<file path="config.mk">
export PLATFORM = sky130hd
export DESIGN_NAME = ascii_hex_can_frame_parser
export DESIGN_NICKNAME = d
export VERILOG_FILES = /design/src/rtl/core/ahcp_pkg.sv /design/src/rtl/core/ahcp_parser.sv /design/src/rtl/core/ahcp_out_reg.sv /design/src/rtl/core/ascii_hex_can_frame_parser.sv
export SDC_FILE = /design/constraint.sdc
export NUM_CORES = 1
export LEC_CHECK = 0
export ABC_AREA = 1
export BUFFER_PORTS_ARGS = -buffer_cell sky130_fd_sc_hd__buf_2
export CAP_MARGIN = 5
export CORE_UTILIZATION = 31
export DETAILED_ROUTE_END_ITERATION = 10
export PLACE_DENSITY_LB_ADDON = 0.2
export SKIP_LAST_GASP = 1
export SYNTH_ARGS = -nofsm -noshare
export SYNTH_HDL_FRONTEND = slang
export SYNTH_SLANG_ARGS = --single-unit
</file>
<file path="constraint.sdc">
create_clock -name clk -period 3.5 [get_ports clk]
set_clock_uncertainty 0.05 [all_clocks]
set_input_delay 0.175 -clock clk [delete_from_list [all_inputs] [get_ports clk]]
set_output_delay 0.175 -clock clk [all_outputs]
set_load 0.02 [all_outputs]
</file>
<file path="src/rtl/core/ahcp_pkg.sv">
// ============================================================================
// ahcp_pkg
// Shared types and constants for the ASCII hex CAN frame parser.
// ============================================================================
package ahcp_pkg;

    localparam logic [7:0] CHAR_T  = 8'h74;
    localparam logic [7:0] CHAR_NL = 8'h0A;

    localparam int ID_DIGITS  = 3;
    localparam int CNT_W      = 5;
    localparam int ID_W       = 12;
    localparam int LEN_W      = 4;
    localparam int FRAME_BYTES = 8;

    typedef struct packed {
        logic [ID_W-1:0]               id;
        logic [LEN_W-1:0]              len;
        logic [FRAME_BYTES-1:0][7:0]   data;
    } frame_t;

    function automatic logic [3:0] hex_value(input logic [7:0] c);
        logic [3:0] v;
        v = 4'h0;
        if (c >= 8'h30 && c <= 8'h39)
        begin
            v = c[3:0];
        end
        else if ((c >= 8'h61 && c <= 8'h66) || (c >= 8'h41 && c <= 8'h46))
        begin
            v = 4'(c[3:0] + 4'd9);
        end
        return v;
    endfunction

endpackage

</file>
<file path="src/rtl/core/ahcp_parser.sv">
// ============================================================================
// ahcp_parser
// Phase tracking, digit capture and frame assembly for one character beat.
// ============================================================================
module ahcp_parser #(
    parameter int MAX_DATA_BYTES = 8
) (
    input  logic             clk,
    input  logic             rst_n,
    input  logic             advance,
    input  logic [7:0]       item_char,
    output logic             is_newline,
    output ahcp_pkg::frame_t frame
);
    import ahcp_pkg::*;

    localparam int NIB_NUM   = 2 * MAX_DATA_BYTES;
    localparam int NIB_IDX_W = (NIB_NUM > 1) ? $clog2(NIB_NUM) : 1;

    localparam logic [1:0] PH_IDLE = 2'd0;
    localparam logic [1:0] PH_ID   = 2'd1;
    localparam logic [1:0] PH_LEN  = 2'd2;
    localparam logic [1:0] PH_DATA = 2'd3;

    logic [1:0]       phase_reg, phase_next;
    logic [CNT_W-1:0] count_reg, count_next;
    logic [ID_W-1:0]  id_reg, id_next;
    logic [LEN_W-1:0] len_reg, len_next;
    logic [3:0]       nib_reg [NIB_NUM];
    logic             nib_we;
    logic [3:0]       digit;
    logic [CNT_W-1:0] count_eff;
    logic [7:0]       byte_w [FRAME_BYTES];

    assign digit      = hex_value(item_char);
    assign is_newline = (item_char == CHAR_NL);

    always_comb
    begin
        phase_next = phase_reg;
        count_next = count_reg;
        id_next    = id_reg;
        len_next   = len_reg;
        nib_we     = 1'b0;
        if (advance)
        begin
            if (item_char == CHAR_NL)
            begin
                phase_next = PH_IDLE;
                count_next = '0;
                id_next    = '0;
                len_next   = '0;
            end
            else if (item_char == CHAR_T)
            begin
                phase_next = PH_ID;
                count_next = '0;
            end
            else
            begin
                case (phase_reg)
                    PH_ID:
                    begin
                        case (count_reg[1:0])
                            2'd0:    id_next[11:8] = digit;
                            2'd1:    id_next[7:4]  = digit;
                            default: id_next[3:0]  = digit;
                        endcase
                        if (count_reg == CNT_W'(ID_DIGITS - 1))
                        begin
                            count_next = '0;
                            phase_next = PH_LEN;
                        end
                        else
                        begin
                            count_next = CNT_W'(count_reg + 1'b1);
                        end
                    end
                    PH_LEN:
                    begin
                        len_next   = digit;
                        count_next = '0;
                        phase_next = PH_DATA;
                    end
                    PH_DATA:
                    begin
                        if (count_reg < CNT_W'(NIB_NUM))
                        begin
                            nib_we     = 1'b1;
                            count_next = CNT_W'(count_reg + 1'b1);
                        end
                    end
                    default:
                    begin
                    end
                endcase
            end
        end
    end

    always_ff @(posedge clk or negedge rst_n)
    begin
        if (!rst_n)
        begin
            phase_reg <= PH_IDLE;
            count_reg <= '0;
            id_reg    <= '0;
            len_reg   <= '0;
        end
        else
        begin
            phase_reg <= phase_next;
            count_reg <= count_next;
            id_reg    <= id_next;
            len_reg   <= len_next;
        end
    end

    // hold data nibbles; entries at or above the digit count are masked on read
    always_ff @(posedge clk)
    begin
        if (nib_we)
        begin
            nib_reg[count_reg[NIB_IDX_W-1:0]] <= digit;
        end
    end

    assign count_eff = (phase_reg == PH_DATA) ? count_reg : '0;

    for (genvar i = 0; i < FRAME_BYTES; i++)
    begin : g_byte
        if (i < MAX_DATA_BYTES)
        begin : g_live
            assign byte_w[i] = {
                (count_eff > CNT_W'(2 * i))     ? nib_reg[2 * i]     : 4'h0,
                (count_eff > CNT_W'(2 * i + 1)) ? nib_reg[2 * i + 1] : 4'h0
            };
        end
        else
        begin : g_zero
            assign byte_w[i] = 8'h00;
        end
    end

    always_comb
    begin
        frame.id  = id_reg;
        frame.len = len_reg;
        for (int k = 0; k < FRAME_BYTES; k++)
        begin
            frame.data[k] = byte_w[k];
        end
    end

endmodule

</file>
<file path="src/rtl/core/ahcp_out_reg.sv">
// ============================================================================
// ahcp_out_reg
// Result register holding one assembled frame until the output beat is taken.
// ============================================================================
module ahcp_out_reg (
    input  logic             clk,
    input  logic             rst_n,
    input  logic             load,
    input  ahcp_pkg::frame_t frame_in,
    input  logic             out_stall,
    output logic             out_valid,
    output ahcp_pkg::frame_t frame_out
);
    import ahcp_pkg::*;

    logic   valid_reg, valid_next;
    frame_t frame_reg;

    always_comb
    begin
        if (load)
        begin
            valid_next = 1'b1;
        end
        else
        begin
            valid_next = valid_reg && out_stall;
        end
    end

    always_ff @(posedge clk or negedge rst_n)
    begin
        if (!rst_n)
        begin
            valid_reg <= 1'b0;
        end
        else
        begin
            valid_reg <= valid_next;
        end
    end

    always_ff @(posedge clk)
    begin
        if (load)
        begin
            frame_reg <= frame_in;
        end
    end

    assign out_valid = valid_reg;
    assign frame_out = frame_reg;

endmodule

</file>
<file path="src/rtl/core/ascii_hex_can_frame_parser.sv">
// An accepted newline is registered at the input, then its frame loads the out_valid register.
// Throughput: one character per cycle; a newline waits only while a frame beat is stalled.
// in_stall rises only when a newline is held and the output register is full and stalled.
// Reset (rst_n low, asynchronous) clears the phase, digit count, identifier, length and valids.
// ============================================================================
// ascii_hex_can_frame_parser
// ASCII CAN line parser: 't', three identifier digits, one length digit,
// up to sixteen data digits; a newline emits one frame.
// ============================================================================
module ascii_hex_can_frame_parser #(
    parameter int MAX_DATA_BYTES = 8
) (
    input  logic                        clk,
    input  logic                        rst_n,
    input  logic                        in_valid,
    output logic                        in_stall,
    input  logic [7:0]                  rx_char,
    output logic                        out_valid,
    input  logic                        out_stall,
    output logic [ahcp_pkg::ID_W-1:0]   frame_id,
    output logic [ahcp_pkg::LEN_W-1:0]  frame_len,
    output logic [7:0]                  byte0,
    output logic [7:0]                  byte1,
    output logic [7:0]                  byte2,
    output logic [7:0]                  byte3,
    output logic [7:0]                  byte4,
    output logic [7:0]                  byte5,
    output logic [7:0]                  byte6,
    output logic [7:0]                  byte7
);
    import ahcp_pkg::*;

    logic       in_valid_reg, in_valid_next;
    logic [7:0] char_reg;
    logic       advance;
    logic       is_newline;
    logic       out_free;
    frame_t     frame_asm;
    frame_t     frame_out;

    // drop the held beat into the parser unless a newline meets a full, stalled output
    assign out_free      = !out_valid || !out_stall;
    assign advance       = in_valid_reg && (!is_newline || out_free);
    assign in_stall      = in_valid_reg && !advance;
    assign in_valid_next = in_stall ? 1'b1 : in_valid;

    always_ff @(posedge clk or negedge rst_n)
    begin
        if (!rst_n)
        begin
            in_valid_reg <= 1'b0;
        end
        else
        begin
            in_valid_reg <= in_valid_next;
        end
    end

    always_ff @(posedge clk)
    begin
        if (in_valid && !in_stall)
        begin
            char_reg <= rx_char;
        end
    end

    ahcp_parser #(
        .MAX_DATA_BYTES (MAX_DATA_BYTES)
    ) u_parser (
        .clk        (clk),
        .rst_n      (rst_n),
        .advance    (advance),
        .item_char  (char_reg),
        .is_newline (is_newline),
        .frame      (frame_asm)
    );

    ahcp_out_reg u_out_reg (
        .clk       (clk),
        .rst_n     (rst_n),
        .load      (advance && is_newline),
        .frame_in  (frame_asm),
        .out_stall (out_stall),
        .out_valid (out_valid),
        .frame_out (frame_out)
    );

    assign frame_id  = frame_out.id;
    assign frame_len = frame_out.len;
    assign byte0     = frame_out.data[0];
    assign byte1     = frame_out.data[1];
    assign byte2     = frame_out.data[2];
    assign byte3     = frame_out.data[3];
    assign byte4     = frame_out.data[4];
    assign byte5     = frame_out.data[5];
    assign byte6     = frame_out.data[6];
    assign byte7     = frame_out.data[7];

endmodule

</file>
==> results.toml <==
[yosys]
synth_edf_count = 152
synth_fp_nets = 599
ys.flop_type = "edfxtp_1"
ys_seq_area_share_pct = 73.9
syn_avg_cell_area_um2 = 12.1
synth.area.top_cells = "edfxtp_1, dfrtp_1, inv_1"
synth-seq-cells = 177
yosys.area.top_type = "edfxtp_1"
synthTopCellsByCount = "edfxtp_1, inv_1, nand2_1"
ys_warn_count = 0
synth_most_common_cell = "edfxtp_1"
syn_area_mm2 = 0.00703
synth_top_area_share_pct = 65.0
postSynthCellCount = 579
synthArstFlopShare_pct = 14.1
ys_types = 31

[routing]
post_drt_via_cell_ratio = 4.29
firstDrtPassIters = 9
wl_um = 14100
ant_nets = 0
vias = 4262
first_iter_violations = 199
drc = 5
wire_per_inst_um = 14.2

[floorplan]
die_h_um = 153
std_cell_rows = 54
core_mm2 = 0.0220
die-area_mm2 = 0.0233
fp.dieW_um = 153
io_pins = 94
initial_core_util_pct = 31.9

[final_layout]
drive_above_1_share_pct = 21.3
fin_nets = 721
area_growth_pct = 21.7
fillCellCount = 2127
diodes = 0
largest_reg_flops = 80

[placement]
place_congestion = 0.822
portBuffers = 93
pre_cts_ws_ps = 797
dpl.hpwl_um = 9930

[clocking]
cts_buffers = 17
ctsHoldBuffers = 11
clkTransAtPathRegs_ps = 70
htree_levels = 4
cts_buffer_depth = 2
clock_sinks = 177
insertion_delay_ps = 430
ctsResizeCount = 0
postCtsSetupBuffers = 0
cts_root_buf = "clkbuf_16"
tritoncts = "built"

[timing]
period_minus_slack_ps = 2660
final_max_slew_viol_count = 0
post-route-worst-setup-slack_ps = 839
min_period_over_period_pct = 76.0
final_hold_viol_count = 0
worstMarginPinSlew_ps = 1120
finalSetupTns_ps = 0
max_freq_mhz = 376
relSlewSlack_pct = 24.6
finalSetupViolCount = 0
rsz0062_at_grt = "false"

[flow_run]
maxCapViolations = 0

[critical_path]
cp_cell_sequence = "inv_1 > ha_1 > nand2_1 > nor2_1 > nand3_2 > inv_1 > nor2_1 > nand2_1 > nor3_1"
crit_family = "simple AND/OR/NAND/NOR gates"
critPathArrivalTime_ps = 2670
cp_max_fo = 16
start_kind = "register"
rr_startpoint = "char_reg[0]"
critPathRequiredTime_ps = 3510
ff2ff_setup_slack_ps = 840
crit_buf_inv = 2
end_kind = "register"
cpPeakStageDelay_ps = 590
r2r-end = "u_parser.nib_reg[8][1]"
cp_slowest_cell = "nor3_1"
critPathKind = "reg -> reg"
reg2regPathDepth = 9

[power]
powerDensity_mw_per_mm2 = 574
p_leak_nw = 3.62
peakVddDrop_mv = 0.336

[grt]
grt_first_pass_wirelength_um = 23100
antenna_found_initial = 0
grt_max_degree = 62
grt_usage_pct = 13.0
grt_pass1_vias = 4412
grt_overflow = 0

[outcome]
violations = "design-rule violations"
status = "finished, violations left"

[worst_hold_path]
hold_class = "in -> async"
## final cells by class
| cell class | count | area [um^2] | share of cell area [%] |
|---|---|---|---|
| clock buffer | 17 | 425 | 4.98 |
| tap | 280 | 350 | 4.10 |
| clock inverter | 14 | 151 | 1.77 |
| inverter | 105 | 397 | 4.64 |
| timing repair buffer | 109 | 626 | 7.32 |
| sequential | 177 | 5190 | 60.7 |
| multi-input combinational | 291 | 1410 | 16.5 |
## per-layer routing
layer	up-vias	track usage, %	routed length (um)
met5	-	0	0
met4	0	4.18	171
met3	13	3.92	556
li1	2151	-	-
met2	92	22.2	6930
met1	2006	15.8	6490
## worst max-delay path by stage
stage | startpoint | endpoint | slack, ps | cells past startpoint
after floorplan | char_reg[0] | u_out_reg.frame_out[0] | 270 | 7
after global placement | char_reg[0] | u_parser.nib_reg[4][1] | 890 | 9
after detailed placement | char_reg[0] | u_parser.nib_reg[4][1] | 800 | 9
after CTS | char_reg[0] | u_parser.nib_reg[4][3] | 790 | 9
after global routing | char_reg[0] | u_parser.nib_reg[5][1] | 550 | 9
final | char_reg[0] | u_parser.nib_reg[8][1] | 840 | 9
## cells in the final DEF (no fill, tap or decap), types with 2 or more instances in the layout
| cell type | synthesis | layout |
|---|---|---|
| ha_1 | 8 | 8 |
| nand2_1 | 100 | 100 |
| nand3b_1 | 2 | 2 |
| nor3_1 | 22 | 22 |
| nand3_1 | 12 | 12 |
| nor2_8 | 2 | 2 |
| clkinvlp_4 | 0 | 4 |
| o21ai_0 | 15 | 15 |
| nand3_2 | 3 | 3 |
| inv_1 | 102 | 101 |
| edfxtp_1 | 152 | 152 |
| o21ai_2 | 4 | 4 |
| buf_4 | 0 | 4 |
| a21oi_1 | 7 | 7 |
| o211ai_1 | 2 | 2 |
| inv_8 | 0 | 4 |
| a21oi_2 | 2 | 2 |
| clkbuf_16 | 0 | 17 |
| dlygate4sd3_1 | 0 | 11 |
| nor2_1 | 91 | 91 |
| inv_2 | 2 | 3 |
| o21ai_1 | 3 | 3 |
| nand2_2 | 2 | 2 |
| dfrtp_1 | 25 | 25 |
| nor2_2 | 2 | 2 |
| nor2_4 | 2 | 2 |
| buf_2 | 5 | 93 |
| inv_6 | 0 | 2 |
| nand4_1 | 5 | 5 |
| a31oi_1 | 2 | 2 |
## report_power, final
group | total (mW) | leakage [nW] | internal (mW) | switching (mW)
combinational | 0.581 | 1.65 | 0.165 | 0.416
sequential | 2.48 | 1.70 | 2.38 | 0.100
clock | 1.84 | 0.270 | 1.00 | 0.839
total | 4.91 | 3.62 | 3.55 | 1.36
## cell families (layout without fill, tap and decap cells)
logic type	Yosys count	count (layout)	share of synthesized area, %
flops	177	177	73.9
buf+inv	111	245	6.06
compound gates	36	36	3.22
xor+xnor	1	1	0.125
fa+ha+maj	8	8	1.42
simple gates	246	246	15.3
## through the flow
step	util, %	instances	hold WS, ps	cell area, um^2	power [mW]
after floorplan	-	579	-171	7030	2.92
after global placement	35.7	951	162	7860	3.10
after detailed placement	35.7	951	172	7860	3.10
after CTS	38.8	993	232	8550	4.96
after global routing	38.8	993	279	8550	5.13
final	38.8	993	218	8550	4.91
Note: power is estimated with default switching activity, not from simulation.
